## src/rtl/core/huffman_table_encoder_defines.svh

```systemverilog
// ----------------------------------------------------------------------------
// huffman table encoder assertion macros
// shared concurrent assertion forms, clocked on aclk and off during reset
// ----------------------------------------------------------------------------
`ifndef HUFFMAN_TABLE_ENCODER_DEFINES_SVH
`define HUFFMAN_TABLE_ENCODER_DEFINES_SVH

// condition holds at every edge out of reset
`define HTE_ASSERT_HOLDS(lbl, cond, msg) \
    lbl: assert property (@(posedge aclk) disable iff (!aresetn) (cond)) else $error(msg);

// consequence holds in the same cycle as the antecedent
`define HTE_ASSERT_IMPLIES(lbl, ante, cons, msg) \
    lbl: assert property (@(posedge aclk) disable iff (!aresetn) (ante) |-> (cons)) \
        else $error(msg);

// consequence holds in the cycle after the antecedent
`define HTE_ASSERT_NEXT(lbl, ante, cons, msg) \
    lbl: assert property (@(posedge aclk) disable iff (!aresetn) (ante) |=> (cons)) \
        else $error(msg);

`endif

```

## src/rtl/core/hte_pkg.sv

```systemverilog
// ----------------------------------------------------------------------------
// hte_pkg
// types, constants and field offsets shared by the huffman table encoder
// ----------------------------------------------------------------------------
`default_nettype none

package hte_pkg;

    // code table geometry
    localparam int MAX_CODE_BITS = 32;
    localparam int SYMBOLS       = 256;
    localparam int ADDR_W        = $clog2(SYMBOLS);
    localparam int LEN_W         = 6;
    localparam int ENTRY_W       = MAX_CODE_BITS + LEN_W;

    // frame header limits
    localparam int FLEN_W    = 15;
    localparam int HALF_CHAR = 127;
    localparam int LIMIT_LEN = HALF_CHAR * 255;

    // packer window: pending bits plus one longest code, in whole bytes
    localparam int BURST_BYTES = (MAX_CODE_BITS + 7 + 7) / 8;
    localparam int BURST_W     = BURST_BYTES * 8;
    localparam int CNT_W       = $clog2(BURST_BYTES + 1);

    // command queue between front and back
    localparam int QUEUE_DEPTH = 4;
    localparam int Q_PTR_W     = $clog2(QUEUE_DEPTH);

    // input word layout, lowest field first
    localparam int IN_USER_W   = 2;
    localparam int IDX_LSB     = 0;
    localparam int CODE_LSB    = IDX_LSB + 8;
    localparam int CLEN_LSB    = CODE_LSB + 32;
    localparam int FLEN_LSB    = CLEN_LSB + LEN_W;
    localparam int DBYTE_LSB   = FLEN_LSB + FLEN_W;
    localparam int IN_FIELDS_W = DBYTE_LSB + 8;
    localparam int IN_TDATA_W  = ((IN_FIELDS_W + 7) / 8) * 8;

    // output word layout
    localparam int OUT_TDATA_W  = 8;
    localparam int OUT_USER_W   = 2;
    localparam int USER_HDR_BIT = 0;
    localparam int USER_ERR_BIT = 1;

    typedef enum logic [IN_USER_W-1:0] {
        OP_LOAD  = 2'd0,
        OP_START = 2'd1,
        OP_BYTE  = 2'd2
    } opcode_t;

    typedef enum logic {
        CMD_START = 1'b0,
        CMD_BYTE  = 1'b1
    } cmd_kind_t;

    typedef struct packed {
        cmd_kind_t                kind;
        logic [FLEN_W-1:0]        frame_length;
        logic [MAX_CODE_BITS-1:0] code;
        logic [LEN_W-1:0]         len;
    } cmd_t;

    typedef struct packed {
        logic valid;
        cmd_t cmd;
    } cmd_beat_t;

endpackage

`default_nettype wire

```

## src/rtl/core/hte_queue.sv

```systemverilog
// ----------------------------------------------------------------------------
// hte_queue
// short command queue that decouples the front from the packer
// ----------------------------------------------------------------------------
`default_nettype none

module hte_queue
    import hte_pkg::*;
(
    input  logic      aclk,
    input  logic      aresetn,
    input  cmd_beat_t push,
    output logic      push_ready,
    output cmd_beat_t head,
    input  logic      pop
);

    cmd_t               entry_reg [QUEUE_DEPTH];
    logic [Q_PTR_W-1:0] wr_ptr_reg, wr_ptr_next;
    logic [Q_PTR_W-1:0] rd_ptr_reg, rd_ptr_next;
    logic [Q_PTR_W:0]   count_reg, count_next;
    logic               do_push;
    logic               do_pop;

    assign push_ready = (count_reg != (Q_PTR_W+1)'(QUEUE_DEPTH));
    assign do_push    = push.valid && push_ready;
    assign do_pop     = pop && (count_reg != '0);

    assign head.valid = (count_reg != '0);
    assign head.cmd   = entry_reg[rd_ptr_reg];

    always_comb begin
        wr_ptr_next = do_push ? wr_ptr_reg + 1'b1 : wr_ptr_reg;
        rd_ptr_next = do_pop ? rd_ptr_reg + 1'b1 : rd_ptr_reg;
        count_next  = count_reg;
        if (do_push && !do_pop) begin
            count_next = count_reg + 1'b1;
        end else if (do_pop && !do_push) begin
            count_next = count_reg - 1'b1;
        end
    end

    always_ff @(posedge aclk) begin
        if (!aresetn) begin
            wr_ptr_reg <= '0;
            rd_ptr_reg <= '0;
            count_reg  <= '0;
        end else begin
            wr_ptr_reg <= wr_ptr_next;
            rd_ptr_reg <= rd_ptr_next;
            count_reg  <= count_next;
        end
        if (do_push) begin
            entry_reg[wr_ptr_reg] <= push.cmd;
        end
    end

endmodule

`default_nettype wire

```

## config.mk

```make
export PLATFORM = sky130hd
export DESIGN_NAME = hte_queue
export DESIGN_NICKNAME = d
export VERILOG_FILES = /design/src/rtl/core/huffman_table_encoder_defines.svh /design/src/rtl/core/hte_pkg.sv /design/src/rtl/core/hte_queue.sv
export SDC_FILE = /design/constraint.sdc
export NUM_CORES = 1
export LEC_CHECK = 0
export BUFFER_PORTS_ARGS = -buffer_cell sky130_fd_sc_hd__buf_2
export CAP_MARGIN = 20
export CORE_MARGIN = 2
export CORE_UTILIZATION = 64
export CTS_BUF_LIST = sky130_fd_sc_hd__clkbuf_8
export CTS_CLUSTER_DIAMETER = 40
export CTS_CLUSTER_SIZE = 14
export DETAILED_ROUTE_END_ITERATION = 8
export PLACE_DENSITY = 0.87
export SLEW_MARGIN = 5
export SYNTH_ARGS = -nofsm -noshare
export SYNTH_HDL_FRONTEND = slang
export SYNTH_SLANG_ARGS = --single-unit
export TNS_END_PERCENT = 1
```

## constraint.sdc

```tcl
create_clock -name aclk -period 4.4 [get_ports aclk]
set_input_delay 0.22 -clock aclk [delete_from_list [all_inputs] [get_ports aclk]]
set_output_delay 0.22 -clock aclk [all_outputs]
set_load 0.02 [all_outputs]
```

Word level (Yosys, flattened, before mapping):

Memory sizes are Yosys's and may differ from the RTL's. A register that Yosys moved wholly into a read port is not among the register bits.
Cells that the tools add are included.

* flip-flop bits (word level): 7
* bits in latches: 0
* RAM bits: 216
* bits in read-only memories: 0
* output and inout bits: 56
* word-level logic and storage cells: 23
* memories: 1

* add/sub/neg operators: 4
* multiply operators: 0
* div/mod/pow operators: 0
* $lt $le $gt $ge: 0
* equality and inequality tests: 1
* shift operators: 0
* multiplexer cells: 6
* bitwise operators: 0
* reductions and logical operators: 8

Memory list
* entry_reg: words 4, width 54, read ports 1, clocked after Yosys merged registers in 1, wr ports 1, line hte_queue.sv:18 `cmd_t entry_reg [QUEUE_DEPTH];`

Operators by type and width (number)
* $mux W3: 2
* $add A2 B1 Y2 const B: 2
* $logic_and A1 B1 Y1: 4
* $mux W2: 2
* $add A3 B1 Y3 const B: 1
* $ne A3 B3 Y1 const B: 1
* $reduce_bool A3 Y1: 1
* $sub A3 B1 Y3 const B: 1
* $logic_not A1 Y1: 2
* $mux W1: 2
* $reduce_bool A2 Y1: 1

Depth between registers and ports, before layout:

* depth in word-level cells: 6
* mapped depth: 8
* gate-level depth less buffers: 8

Least setup slack after synthesis:

Ideal clock, no wire load.

* kind: register -> register
* from: register count_reg[0]
* to: memory entry_reg[0][0] (netlist bit) (enable)
* arrival time: 2.181 ns
* setup slack: 1.802 ns
* stages on the path, launching flop included: 4
* buffers on the path: 0
* period minus slack after synthesis: 2.598 ns
* path through: dfxtp_1 -> nor2_1 -> a21boi_2 -> and2_1

* word-level cells in the longest chain between the ends: 4

Ends and longest elaborated chain
* start, declared: line hte_queue.sv:21 `logic [Q_PTR_W:0] count_reg, count_next;`
* start signal, assigned: line hte_queue.sv:51 `count_reg <= count_next;`
* $ne A3 B3 Y1: line hte_queue.sv:25 `assign push_ready = (count_reg != (Q_PTR_W+1)'(QUEUE_DEPTH));`
* $logic_and A1 B1 Y1: line hte_queue.sv:26 `assign do_push = push.valid && push_ready;`
* net do_push: line hte_queue.sv:22 `logic do_push;`
* $mux W1: line hte_queue.sv:53 `if (do_push) begin`
* $mux W1 (implied by the code): line hte_queue.sv:54 `entry_reg[wr_ptr_reg] <= push.cmd;`
* end, declared: line hte_queue.sv:18

The timed path passes the listed nets, and every way through them passes these cells.

==> flow_summary.yaml <==
clock_network:
  worst_setup_hold_path_clk_slew_ps: 90
  clock_insertion_delay_worst_skew_ps: 510
  numCtsBuffers: 23
  cts_root_buf: "clkbuf_8"
  htree_num_levels: 1
  post-cts-setup-buffer-count: 0
  count_of_cells_resized_by_post_cts_repair: 0
  tritoncts: "done"
  clk_path_buf_depth: 3
  tritoncts_num_sinks: 225
critical_path:
  worstPathMaxFanout: 35
  worstSetupStartpointType: "register"
  timing.critical_path.cells: "buf_4 -> mux4_1 -> buf_2"
  cpLargestDelayFamily: "flip-flops"
  critPathRequiredTime_ps: 4180
  worst-path-buf-inv: 2
  critPathMaxStageDelay_ps: 970
  timing.setup.critical_path_class: "register to output pin"
  setup_slack_of_the_most_critical_reg_to_reg_path_ps: 1720
  end_kind: "output pin"
  cp_data_arrival_time_ps: 2540
  highest_delay_cell_along_the_critical_path: "dfxtp_2"
layout:
  area_growth_syn_to_layout_pct: 20.88
  fin_cells: 705
  final_layout_size_suffix_gt1_frac: 0.3992
  utilization: 0.7970
  design.final.nets: 579
  largest_reg_flops: 216
timing:
  max-slew-margin-rel: 0.3005
  rsz0062_at_grt: "no"
  timing.clock.skew_ps: 18.56
  max_freq_ghz: 0.3617
  finalCriticalPeriod_ps: 2765
  timing_hold_violations_final: 0
  finalMaxSlewViolations: 0
  setup_violations: 0
  setup_slack_ps: 1635
  period_share: 0.6283
  setup-tns-final_ps: 0
  worst-slew-pin-transition_ps: 1049
placement:
  gp_congestion: 0.7316
  buffer_ports.inserted: 113
  post-place-ws_ps: 1748
  placedCellCount: 607
  hpwlAfterDp_um: 9114
synth:
  post_synth_num_cell_types: 25
  post_synthesis_net_count: 394
  synth-seq-cells: 225
  yosysSeqAreaShare: 0.7980
  synthCells: 330
  synth.avg_cell_area_sq_um: 25.32
  synth_warnings: 0
  mappedNetlistArea_sq_mm: 0.008354
floorplanning:
  rows: 41
  die_h_um: 118.3
  ioPinCount: 114
  initial_core_util: 0.6593
  die-area_sq_mm: 0.01398
  core-area_sq_mm: 0.01267
  fp.dieW_um: 118.3
drt:
  drt_first_iter_violations: 382
  wire_per_inst_um: 23.20
  post-route-drc-count: 0
  drt-pass1-iter-count: 5
  route.met3.wl_um: 1106
  num_vias: 4036
  vias_per_instance: 5.725
  met2_length_um: 8692
  antenna_left: 0
  highest-signal-layer: "met4"
  wl_met1_um: 6301
  drt_wl_total_um: 16360
grt:
  grt_overflow_total: 0
  grt_pass1_wl_um: 24120
  number_of_antenna_violations_at_the_first_check_in_global_routing: 1
  grt_max_degree: 55
  grt_pass1_vias: 4238
  grt_usage: 0.2321
run:
  max-cap-violations: 0
pwr:
  pwrdens_mw_per_mm2: 554.9
  irDropWorstVdd_mv: 0.4047
  leakagePower_nw: 3.459
run_status:
  outcome: "finished, final reports clean"
min_path:
  min_path_type: "input pin to register"
## power breakdown
part | leakage, nW | switching (mW) | internal, mW | total [mW]
clock | 0.263 | 0.700 | 0.660 | 1.36
sequential | 2.05 | 0.136 | 2.60 | 2.74
combinational | 1.14 | 0.834 | 0.669 | 1.50
total | 3.46 | 1.67 | 3.93 | 5.60
## routing by layer
layer  GRT usage  vias up
li1            -     1767
met1      0.3095     2060
met2      0.4035      187
met3     0.04247       22
met4     0.05723        0
met5           0        -
## area by class of cell
class	instances	area [sq um]
sequential	225	6671
fill	638	2572
multi-input combinational	89	1536
timing repair buffer	173	1171
clock buffer	25	344.1
tap	172	215.2
clock inverter	16	143.9
inverter	3	11.26
antenna	2	5.005
## synth_stat cells
master / number / area [sq um]
nor2_1: 1 / 3.750
a21boi_2: 1 / 11.26
fa_1: 1 / 20.02
o31ai_4: 1 / 21.27
buf_6: 1 / 11.26
nand2_1: 5 / 18.77
or3_1: 2 / 12.51
a21boi_0: 1 / 7.510
clkbuf_1: 1 / 3.750
o21ai_0: 1 / 5.000
xnor2_1: 3 / 26.28
xor2_1: 1 / 8.760
o311ai_2: 1 / 16.27
mux2i_1: 3 / 30.03
ha_1: 5 / 62.56
mux4_1: 4 / 105.1
inv_1: 3 / 11.26
dfxtp_1: 9 / 180.2
mux4_2: 50 / 1126
buf_12: 5 / 100.1
and2_1: 8 / 50.05
clkbuf_2: 1 / 5.000
edfxtp_1: 216 / 6486
nor2b_1: 1 / 6.260
buf_2: 5 / 25.02
## repair_timing
| action | in CTS | in global routing |
|---|---|---|
| endpoints found under the hold margin | 216 | 0 |
| setup endpoints to repair | 0 | 0 |
| hold buffers | 54 | 0 |
## worst reg2reg max path, cell delays in order, from the launching register on
cell and delay (ps):
dfxtp_1 520, nor2_1 120, a21boi_2 360, and2_2 930
buf_4 430
## cell usage in the layout (no fill, tap or decap), types with 2 or more instances in the layout
cell type      instances
clkbuf_8              25
bufinv_16              2
or3_1                  2
buf_2                113
and2_1                 4
nand2_1                5
and2_2                 4
clkinvlp_4             3
edfxtp_1             216
ha_1                   5
inv_1                 10
buf_4                  5
inv_6                  2
mux4_1                 4
clkinv_4               2
mux4_2                50
diode_2                2
xnor2_1                3
dfxtp_1                7
dlygate4sd3_1         54
mux2i_1                3
## per-stage QoR
| step | power (mW) | area (sq um) | hold WS (ps) |
|---|---|---|---|
| floorplan | 3.859 | 8354 | 318.9 |
| global placement | 4.173 | 9037 | 430.2 |
| detailed placement | 4.225 | 9037 | 437.3 |
| CTS | 5.595 | 10070 | 21.20 |
| global route | 5.812 | 10100 | 26.18 |
| finish | 5.604 | 10100 | 47.84 |
## kinds of logic after synthesis
kind of cell | synth area share
buffers and inverters | 0.01872
and+or+nand+nor | 0.01093
adders and majority gates | 0.009885
xor gates and xnor gates | 0.004194
muxes | 0.1510
AOI/OAI and AO/OA | 0.007339
DFF | 0.7980
## worst paths after layout
| kind | start | endpoint | cells after the start |
|---|---|---|---|
| worst max-delay path | register | head[40] | 3 |
| worst min-delay path | aresetn | register | 2 |
| worst max register to register | count_reg[0] | entry_reg[2][44] | 4 |
| worst min register to register | wr_ptr_reg[0] | wr_ptr_reg[0] | 2 |
(Power assumes the default switching activity.)
