File: src/rtl/core/huffman_table_encoder_defines.svh
// ----------------------------------------------------------------------------
// huffman table encoder assertion macros
// shared concurrent assertion forms, clocked on aclk and off during reset
// ----------------------------------------------------------------------------
`ifndef HUFFMAN_TABLE_ENCODER_DEFINES_SVH
`define HUFFMAN_TABLE_ENCODER_DEFINES_SVH

// condition holds at every edge out of reset
`define HTE_ASSERT_HOLDS(lbl, cond, msg) \
    lbl: assert property (@(posedge aclk) disable iff (!aresetn) (cond)) else $error(msg);

// consequence holds in the same cycle as the antecedent
`define HTE_ASSERT_IMPLIES(lbl, ante, cons, msg) \
    lbl: assert property (@(posedge aclk) disable iff (!aresetn) (ante) |-> (cons)) \
        else $error(msg);

// consequence holds in the cycle after the antecedent
`define HTE_ASSERT_NEXT(lbl, ante, cons, msg) \
    lbl: assert property (@(posedge aclk) disable iff (!aresetn) (ante) |=> (cons)) \
        else $error(msg);

`endif

File: src/rtl/core/hte_pkg.sv
// ----------------------------------------------------------------------------
// hte_pkg
// types, constants and field offsets shared by the huffman table encoder
// ----------------------------------------------------------------------------
`default_nettype none

package hte_pkg;

    // code table geometry
    localparam int MAX_CODE_BITS = 32;
    localparam int SYMBOLS       = 256;
    localparam int ADDR_W        = $clog2(SYMBOLS);
    localparam int LEN_W         = 6;
    localparam int ENTRY_W       = MAX_CODE_BITS + LEN_W;

    // frame header limits
    localparam int FLEN_W    = 15;
    localparam int HALF_CHAR = 127;
    localparam int LIMIT_LEN = HALF_CHAR * 255;

    // packer window: pending bits plus one longest code, in whole bytes
    localparam int BURST_BYTES = (MAX_CODE_BITS + 7 + 7) / 8;
    localparam int BURST_W     = BURST_BYTES * 8;
    localparam int CNT_W       = $clog2(BURST_BYTES + 1);

    // command queue between front and back
    localparam int QUEUE_DEPTH = 4;
    localparam int Q_PTR_W     = $clog2(QUEUE_DEPTH);

    // input word layout, lowest field first
    localparam int IN_USER_W   = 2;
    localparam int IDX_LSB     = 0;
    localparam int CODE_LSB    = IDX_LSB + 8;
    localparam int CLEN_LSB    = CODE_LSB + 32;
    localparam int FLEN_LSB    = CLEN_LSB + LEN_W;
    localparam int DBYTE_LSB   = FLEN_LSB + FLEN_W;
    localparam int IN_FIELDS_W = DBYTE_LSB + 8;
    localparam int IN_TDATA_W  = ((IN_FIELDS_W + 7) / 8) * 8;

    // output word layout
    localparam int OUT_TDATA_W  = 8;
    localparam int OUT_USER_W   = 2;
    localparam int USER_HDR_BIT = 0;
    localparam int USER_ERR_BIT = 1;

    typedef enum logic [IN_USER_W-1:0] {
        OP_LOAD  = 2'd0,
        OP_START = 2'd1,
        OP_BYTE  = 2'd2
    } opcode_t;

    typedef enum logic {
        CMD_START = 1'b0,
        CMD_BYTE  = 1'b1
    } cmd_kind_t;

    typedef struct packed {
        cmd_kind_t                kind;
        logic [FLEN_W-1:0]        frame_length;
        logic [MAX_CODE_BITS-1:0] code;
        logic [LEN_W-1:0]         len;
    } cmd_t;

    typedef struct packed {
        logic valid;
        cmd_t cmd;
    } cmd_beat_t;

endpackage

`default_nettype wire

File: src/rtl/core/hte_back.sv
// ----------------------------------------------------------------------------
// hte_back
// frame state, barrel bit packer and byte sequencer in front of the output
// register
// ----------------------------------------------------------------------------
`default_nettype none

`include "huffman_table_encoder_defines.svh"

module hte_back
    import hte_pkg::*;
(
    input  logic                   aclk,
    input  logic                   aresetn,
    input  cmd_beat_t              head,
    output logic                   pop,
    output logic                   m_tvalid,
    input  logic                   m_tready,
    output logic [OUT_TDATA_W-1:0] m_tdata,
    output logic                   m_tlast,
    output logic [OUT_USER_W-1:0]  m_tuser
);

    // frame state
    logic [7:0]              partial_reg, partial_next;
    logic [2:0]              bitpos_reg, bitpos_next;
    logic [FLEN_W-1:0]       remaining_reg, remaining_next;
    logic                    in_frame_reg, in_frame_next;

    // burst of bytes waiting for the output register
    logic [BURST_W-1:0]      burst_word_reg, burst_word_next;
    logic [CNT_W-1:0]        burst_cnt_reg, burst_cnt_next;
    logic                    burst_last_reg, burst_last_next;
    logic [OUT_USER_W-1:0]   burst_user_reg, burst_user_next;

    // output register
    logic                    m_tvalid_reg, m_tvalid_next;
    logic [OUT_TDATA_W-1:0]  m_tdata_reg, m_tdata_next;
    logic                    m_tlast_reg, m_tlast_next;
    logic [OUT_USER_W-1:0]   m_tuser_reg, m_tuser_next;

    logic                    out_load;
    logic                    emit;
    logic                    burst_free;

    // packer datapath
    logic [LEN_W-1:0]         len_eff;
    logic [LEN_W-1:0]         total_bits;
    logic [LEN_W-1:0]         shift_amt;
    logic [MAX_CODE_BITS-1:0] code_masked;
    logic [BURST_W-1:0]       window;
    logic [BURST_W-1:0]       window_at_full;
    logic [CNT_W-1:0]         full_bytes;
    logic [2:0]               rem_bits;
    logic [FLEN_W-1:0]        remaining_dec;
    logic                     final_byte;

    // header datapath
    logic [FLEN_W-1:0]        flen;
    logic [7:0]               hdr_high;

    assign len_eff     = (head.cmd.len > LEN_W'(MAX_CODE_BITS)) ? LEN_W'(MAX_CODE_BITS)
                                                               : head.cmd.len;
    assign total_bits  = LEN_W'(bitpos_reg) + len_eff;
    assign shift_amt   = LEN_W'(BURST_W) - total_bits;
    assign code_masked = head.cmd.code & ~({MAX_CODE_BITS{1'b1}} << len_eff);
    assign window      = {partial_reg, {(BURST_W-8){1'b0}}}
                       | (BURST_W'(code_masked) << shift_amt);
    assign full_bytes  = CNT_W'(total_bits >> 3);
    assign rem_bits    = total_bits[2:0];
    assign window_at_full = window << {full_bytes, 3'b000};

    assign remaining_dec = remaining_reg - 1'b1;
    assign final_byte    = (remaining_dec == '0);

    assign flen     = head.cmd.frame_length;
    assign hdr_high = 8'(HALF_CHAR + 1) + 8'(flen >> 8);

    // output register loads when empty or drained this cycle
    assign out_load   = !m_tvalid_reg || m_tready;
    assign emit       = (burst_cnt_reg != '0) && out_load;
    assign burst_free = (burst_cnt_reg == '0) || ((burst_cnt_reg == CNT_W'(1)) && out_load);
    assign pop        = head.valid && burst_free;

    always_comb begin
        partial_next    = partial_reg;
        bitpos_next     = bitpos_reg;
        remaining_next  = remaining_reg;
        in_frame_next   = in_frame_reg;
        burst_word_next = burst_word_reg;
        burst_cnt_next  = burst_cnt_reg;
        burst_last_next = burst_last_reg;
        burst_user_next = burst_user_reg;
        m_tvalid_next   = m_tvalid_reg && !m_tready;
        m_tdata_next    = m_tdata_reg;
        m_tlast_next    = m_tlast_reg;
        m_tuser_next    = m_tuser_reg;

        if (emit) begin
            m_tvalid_next   = 1'b1;
            m_tdata_next    = burst_word_reg[BURST_W-1 -: 8];
            m_tlast_next    = burst_last_reg && (burst_cnt_reg == CNT_W'(1));
            m_tuser_next    = burst_user_reg;
            burst_word_next = burst_word_reg << 8;
            burst_cnt_next  = burst_cnt_reg - 1'b1;
        end

        if (pop) begin
            case (head.cmd.kind)
                CMD_START: begin
                    // any open frame is dropped
                    partial_next   = '0;
                    bitpos_next    = '0;
                    remaining_next = '0;
                    in_frame_next  = 1'b0;
                    burst_user_next = '0;
                    if (flen >= FLEN_W'(LIMIT_LEN)) begin
                        burst_word_next = '0;
                        burst_cnt_next  = CNT_W'(1);
                        burst_last_next = 1'b0;
                        burst_user_next[USER_ERR_BIT] = 1'b1;
                    end else begin
                        burst_user_next[USER_HDR_BIT] = 1'b1;
                        if (flen >= FLEN_W'(HALF_CHAR)) begin
                            burst_word_next = {hdr_high, flen[7:0], {(BURST_W-16){1'b0}}};
                            burst_cnt_next  = CNT_W'(2);
                            burst_last_next = 1'b0;
                        end else begin
                            burst_word_next = {flen[7:0], {(BURST_W-8){1'b0}}};
                            burst_cnt_next  = CNT_W'(1);
                            burst_last_next = (flen == '0);
                        end
                        if (flen != '0) begin
                            remaining_next = flen;
                            in_frame_next  = 1'b1;
                        end
                    end
                end
                CMD_BYTE: begin
                    if (in_frame_reg) begin
                        burst_word_next = window;
                        burst_user_next = '0;
                        remaining_next  = remaining_dec;
                        if (final_byte) begin
                            // pad the partial byte and close the frame
                            burst_cnt_next  = full_bytes + CNT_W'(rem_bits != 3'd0);
                            burst_last_next = 1'b1;
                            partial_next    = '0;
                            bitpos_next     = '0;
                            in_frame_next   = 1'b0;
                        end else begin
                            burst_cnt_next  = full_bytes;
                            burst_last_next = 1'b0;
                            partial_next    = window_at_full[BURST_W-1 -: 8];
                            bitpos_next     = rem_bits;
                        end
                    end else begin
                        burst_cnt_next = '0;
                    end
                end
                default: begin
                    burst_cnt_next = '0;
                end
            endcase
        end
    end

    always_ff @(posedge aclk) begin
        if (!aresetn) begin
            partial_reg   <= '0;
            bitpos_reg    <= '0;
            remaining_reg <= '0;
            in_frame_reg  <= 1'b0;
            burst_cnt_reg <= '0;
            m_tvalid_reg  <= 1'b0;
        end else begin
            partial_reg   <= partial_next;
            bitpos_reg    <= bitpos_next;
            remaining_reg <= remaining_next;
            in_frame_reg  <= in_frame_next;
            burst_cnt_reg <= burst_cnt_next;
            m_tvalid_reg  <= m_tvalid_next;
        end
        burst_word_reg <= burst_word_next;
        burst_last_reg <= burst_last_next;
        burst_user_reg <= burst_user_next;
        m_tdata_reg    <= m_tdata_next;
        m_tlast_reg    <= m_tlast_next;
        m_tuser_reg    <= m_tuser_next;
    end

    assign m_tvalid = m_tvalid_reg;
    assign m_tdata  = m_tdata_reg;
    assign m_tlast  = m_tlast_reg;
    assign m_tuser  = m_tuser_reg;

    `HTE_ASSERT_HOLDS(a_burst_fits, burst_cnt_reg <= CNT_W'(BURST_BYTES), "burst count overflow")
    `HTE_ASSERT_IMPLIES(a_open_has_bytes, in_frame_reg, remaining_reg != '0, "open frame empty")
    `HTE_ASSERT_IMPLIES(a_closed_clean, !in_frame_reg, (bitpos_reg == '0) && (partial_reg == '0), "bits pending outside frame")
    `HTE_ASSERT_NEXT(a_start_clears, pop && (head.cmd.kind == CMD_START), (bitpos_reg == '0) && (partial_reg == '0), "start left bits pending")

endmodule

`default_nettype wire

File: config.mk
export PLATFORM = sky130hd
export DESIGN_NAME = hte_back
export DESIGN_NICKNAME = d
export VERILOG_FILES = /design/src/rtl/core/hte_pkg.sv /design/src/rtl/core/hte_back.sv
export VERILOG_INCLUDE_DIRS = /design/src /design/src/rtl/core
export SDC_FILE = /design/constraint.sdc
export NUM_CORES = 1
export LEC_CHECK = 0
export ABC_CLOCK_PERIOD_IN_PS = 4600
export BUFFER_PORTS_ARGS = -buffer_cell sky130_fd_sc_hd__buf_2
export CAP_MARGIN = 20
export CORE_MARGIN = 5
export CORE_UTILIZATION = 60
export CTS_BUF_LIST = sky130_fd_sc_hd__clkbuf_8
export CTS_CLUSTER_SIZE = 20
export DETAILED_ROUTE_END_ITERATION = 8
export HOLD_SLACK_MARGIN = 0.06
export PLACE_DENSITY = 0.88
export REMOVE_ABC_BUFFERS = 1
export SLEW_MARGIN = 20
export SYNTH_ARGS = -nofsm -noshare
export SYNTH_HDL_FRONTEND = slang
export SYNTH_SLANG_ARGS = --single-unit
File: constraint.sdc
create_clock -name aclk -period 4.6 [get_ports aclk]
set_input_delay 0.23 -clock aclk [delete_from_list [all_inputs] [get_ports aclk]]
set_output_delay 0.23 -clock aclk [all_outputs]
set_load 0.03 [all_outputs]
; ---- Word-level counts from Yosys, hierarchy flattened
; Index checks and enable logic that the tools add are counted.
[word_totals]
romBits = 0
mem_count = 0
register_bits = 85
latch_bits = 0
ram_bits = 0
elab_cells = 86
[op_classes]
n_bitwise = 4
n_mux = 39
n_shift = 3
magnitude_cmp = 3
multipliers = 0
n_reduce_logical = 17
addsub = 6
div = 0
eq_ne = 2
[op_table]
columns = operator, n
row1 = $mux W40, 5
row2 = $pmux W40 S2, 1
row3 = $mux W15, 3
row4 = $or A40 B40 Y40, 1
row5 = $shl A32 B6 Y40, 1
row6 = $shl A40 B6 Y40, 1
row7 = $and A32 B32 Y32, 1
row8 = $not A32 Y32, 1
row9 = $shl A32 B6 Y32 const A, 1
row10 = $logic_not A15 Y1, 2
row11 = $pmux W15 S2, 1
row12 = $mux W3, 6
row13 = $mux W8, 2
row14 = $pmux W8 S2, 1
row15 = $ge A15 B15 Y1 const B, 1
row16 = $ge A15 B7 Y1 const B, 1
row17 = $reduce_bool A15 Y1, 1
row18 = $sub A15 B1 Y15 const B, 1
row19 = $pmux W3 S2, 2
row20 = $mux W1, 11
row21 = $add A8 B7 Y8 const A, 1
row22 = $add A3 B6 Y6, 1
row23 = $gt A6 B6 Y1 const B, 1
row24 = $mux W2, 3
row25 = 16 further kinds, 24

; ---- Depth between registers and ports, before layout
[depth]
ltp_word = 11
mapped_depth = 20
ltp_nobuf = 14

; ---- Worst setup path after synthesis
; Ideal clock, no wire load.
[synth_timing]
path_type = input-to-reg
startpoint = in head[5] in the netlist's numbering
endpoint = reg partial_reg[7]
path_slack_ps = 393
setup_ps = 92
t_required_ps = 4508
t_arrival_ps = 4114
path_stages = 17
path_cell_list = buf_2 -> buf_2 -> buf_1 -> nor2b_1 -> ha_1 -> fa_1 -> inv_1 -> ha_1 -> ha_1 -> inv_1 -> clkbuf_1 -> nor2_1 -> a2111oi_0 -> nand2_1 -> a22oi_1 -> o311ai_0 -> o32ai_1
[synth_via]
elab_chain_len = 11
elab_cells_between_ends = 13
cone_classes = 2 x add/sub / 1 x order compare / 3 x shift / 4 x mux / 3 x bitwise
[synth_rtl]
columns = element, line
row1 = "start, declared", hte_back.sv:15  ; input cmd_beat_t head,
row2 = $gt A6 B6 Y1, hte_back.sv:62  ; assign len_eff = (head.cmd.len > LEN_W'(MAX_CODE_BITS)) ? LEN_W'(MAX_CODE_BITS)
row3 = $mux W6 (*), hte_back.sv:62
row4 = branches (longest 5 deep; another with $add A3 B6 Y6), -
row5 = $shl A40 B6 Y40 (*), hte_back.sv:71  ; assign window_at_full = window << {full_bytes, 3'b000};
row6 = $mux W8 (*), hte_back.sv:144  ; if (final_byte) begin
row7 = $mux W8 (*), hte_back.sv:140  ; if (in_frame_reg) begin
row8 = $pmux W8 S2 (*), hte_back.sv:109  ; case (head.cmd.kind)
row9 = "end signal, assigned", hte_back.sv:177  ; partial_reg <= partial_next;
row10 = "end, declared", hte_back.sv:25  ; logic [7:0] partial_reg, partial_next;
; Every way passes the cells marked *. The select of a mux whose other input is x is not followed.
; A chain may end at the register's enable or synchronous reset.

; ---- Worst setup path in the final report
[layout_timing]
startpoint = reg bitpos_reg[0]
endpoint = reg partial_reg[6]
[layout_via]
elab_chain_len = 8
[layout_rtl]
columns = element, line
row1 = "start, declared", hte_back.sv:26  ; logic [2:0] bitpos_reg, bitpos_next;
row2 = "start signal, assigned", hte_back.sv:178  ; bitpos_reg <= bitpos_next;
row3 = $add A3 B6 Y6 (*), hte_back.sv:64  ; assign total_bits = LEN_W'(bitpos_reg) + len_eff;
row4 = $sub A6 B6 Y6, hte_back.sv:65  ; assign shift_amt = LEN_W'(BURST_W) - total_bits;
row5 = $shl A32 B6 Y40, hte_back.sv:68  ; | (BURST_W'(code_masked) << shift_amt);
row6 = $or A40 B40 Y40, hte_back.sv:68
row7 = $shl A40 B6 Y40 (*), hte_back.sv:71
row8 = $mux W8 (*), hte_back.sv:144
row9 = $mux W8 (*), hte_back.sv:140
row10 = $pmux W8 S2 (*), hte_back.sv:109
; Every way passes the cells marked *; elsewhere a longest branch is shown, timed or not. The select of a mux whose other input is x is not followed.

==> impl_metrics.py <==
metrics = {
    "power_and_ir_drop": {
        "peakVddDrop_mv": 0.306,
        "powerDensity_mw_per_mm2": 474,
        "p_leak_nw": 3.22,
    },
    "layout": {
        "utilization_pct": 67.8,
        "drive_above_1_share_pct": 16.0,
        "nets": 1151,
        "final_common_cell": "nand2_1",
        "regArea_mm2": 0.00184,
        "largest_reg_flops": 40,
        "stdcell_count": 1258,
        "area_growth_pct": 11.3,
        "multi_input_area_mm2": 0.00534,
        "fillCellCount": 1132,
        "final_cell_mix": "nand2_1 (98), nor2_1 (87), a21oi_1 (84)",
    },
    "clock_tree": {
        "root_buffer": "clkbuf_8",
        "clk_pin_slew_ps": 110,
        "insertion_delay_ps": 400,
        "cts-resized-gates": 0,
        "cts.sinks": 85,
        "cts_tree": "built",
        "cts_buffers": 9,
        "clockBufferDepth": 2,
        "cts_max_level": 3,
        "cts_post_setup_buffers_inserted": 0,
        "cts-hold-fix-buffers": 0,
    },
    "global_route": {
        "antenna_found_initial": 1,
        "grt_util_met1_pct": 51.3,
        "grt_pass1_wl_um": 46100,
        "busiest_layer": "met2",
        "grt_max_degree": 40,
        "met3_usage_pct": 9.65,
        "grt_overflow": 0,
        "grt_pass1_vias": 8203,
        "met2_usage_pct": 61.3,
        "grtUsageTotal_pct": 39.8,
    },
    "hold_path": {
        "holdPathStages": 3,
        "hp-class": "input pin to flop",
    },
    "floorplanning": {
        "coreArea_mm2": 0.0126,
        "dieArea_mm2": 0.0151,
        "num_rows": 41,
        "initial_core_util_pct": 60.9,
        "pin_count": 71,
        "die_h_um": 123,
        "die_w_um": 123,
    },
    "worst_setup_path": {
        "path_cells": "ha_2 > fa_1 > xor2_1 > inv_1 > ha_1 > inv_1 > buf_4 > a2111oi_0 > o21ai_0 > o311ai_0 > o21ai_0 > or3_1 > a311oi_1",
        "crit_type": "flop to flop",
        "slowest_delay_ps": 720,
        "crit_buf_inv": 3,
        "r2r_cells": 13,
        "crit_family": "compound AO/OA/AOI/OAI gates",
        "crit_arrival_ps": 4490,
        "critPathLaunchType": "flop",
        "setup.worst_path.end_class": "flop",
        "path_max_fanout": 15,
        "cp_slowest_cell": "a2111oi_0",
        "required_ps": 4880,
        "cp.depth": 13,
        "reg2reg_slack_ps": 390,
    },
    "routing": {
        "wire_per_inst_um": 24.3,
        "viasPerCell": 7.34,
        "ant_nets": 0,
        "route.detailed.drc": 0,
        "drt-initial-drc-count": 1447,
        "drt_first_pass_iters": 6,
        "routed_wl_um": 30600,
        "vias": 9232,
    },
    "synth": {
        "synth_seq_cells": 85,
        "ys_seq_area_share_pct": 24.1,
        "synthCells": 1035,
        "synth_ff_type": "dfxtp_1",
        "synth_area_mm2": 0.00765,
        "synthDistinctLibCells": 85,
        "yosys_warnings": 0,
        "synth_edf_count": 14,
        "syn_area_per_cell_um2": 7.39,
        "synth_async_sr_flop_share_pct": 0,
    },
    "sta": {
        "setup_viol": 0,
        "fmax_ghz": 0.238,
        "fin_crit_sh_pct": 91.5,
        "tightest_slew_ps": 1110,
        "setup_ws_ps": 391,
        "relSlewSlack_pct": 26.2,
        "rsz0062_at_grt": "no",
        "fin_skew_ps": 27.1,
        "period_needed_ps": 4210,
        "slew_viol_final": 0,
        "hold_viol_final": 0,
    },
    "placed_design": {
        "place_hpwl_um": 22800,
        "dp_cells": 1241,
        "dp_slack_ps": 490,
        "port_buffers": 70,
        "gp_congestion": 1.03,
    },
    "outcome": {
        "status": "finished clean",
    },
    "flow_run": {
        "maxCapViolCount": 0,
    },
}
where the power goes:
group          total (mW)  switching [mW]  internal [mW]
Combinational        2.27            1.49          0.780
Sequential           1.09           0.118          0.969
Clock               0.683           0.308          0.376
per-layer routing:
metal	up-vias	part of all wire, %
met5	-	0
met3	181	12
met4	0	6.0
li1	4073	-
met2	744	44
met1	4234	37
final timing paths:
path                      from            endpoint
max reg2reg      bitpos_reg[0]      partial_reg[6]
min reg2reg  burst_user_reg[0]          m_tuser[0]
min                   head[42]  burst_word_reg[28]
max              bitpos_reg[0]      partial_reg[6]
logic make-up (layout without fill, tap and decap cells):
kind of cell             count (synthesis)  count (layout)  share of synthesized area (%)
AO/OA/AOI/OAI                          391             391                           34.9
flip-flops                              85              85                           24.1
other                                    0               1                              0
buffers and inverters                  121             171                           6.51
multiplexers                            65              65                           8.88
adder cells (fa/ha/maj)                 13              13                           2.22
AND/OR/NAND/NOR                        350             350                           21.9
XOR/XNOR                                10              10                           1.50
cell type report:
| type | count | area share [%] |
|---|---|---|
| Multi-Input combinational cell | 829 | 62.7 |
| Sequential cell | 85 | 21.6 |
| Timing Repair Buffer | 123 | 8.79 |
| Tap cell | 172 | 2.53 |
| Clock buffer | 10 | 1.62 |
| Inverter | 32 | 1.41 |
| Clock inverter | 6 | 1.29 |
| Antenna cell | 1 | 0.0294 |
Yosys cell counts (all sizes together), types with 8 or more instances:
cell type	number	share of area, %
a2111oi	16	1.9
o211ai	14	1.4
mux2	10	1.5
edfxtp	14	5.5
o22ai	26	2.1
clkbuf	54	2.6
a21oi	84	5.5
o21ai	70	4.6
a221oi	11	1.3
nand4	8	0.65
nor4	14	1.1
o221ai	12	1.4
nor3	42	2.9
nand2	98	4.8
inv	29	1.4
a22oi	17	1.7
mux2i	54	7.1
and2	10	0.82
nor2b	9	0.74
dfxtp	71	19
a31oi	19	1.6
a211oi	30	3.0
nand2b	10	0.82
o31ai	8	0.78
buf	35	2.3
nand3	42	2.9
nor2	87	4.3
ha	12	2.0
per-stage QoR:
| step | cell area (um2) | setup TNS (ps) | power, mW | hold slack (ps) |
|---|---|---|---|---|
| finish | 8520 | 0 | 4.04 | 152 |
| global route | 8520 | 0 | 4.20 | 154 |
| CTS | 8510 | 0 | 3.94 | 141 |
| detailed placement | 8260 | 0 | 3.27 | 414 |
| global placement | 8260 | 0 | 3.24 | 404 |
| floorplan | 7270 | -24680 | 2.55 | 346 |
worst register-to-register path, cell delays in order, from the launching register on:
cell and delay [ps]:
dfxtp_1 340, ha_2 200, fa_1 490, xor2_1 320, inv_1 80, ha_1 330
inv_1 70, buf_4 190, a2111oi_0 720, o21ai_0 320, o311ai_0 150, o21ai_0 270
or3_1 390, a311oi_1 240
No activity file was read; power rests on OpenSTA's default activity.
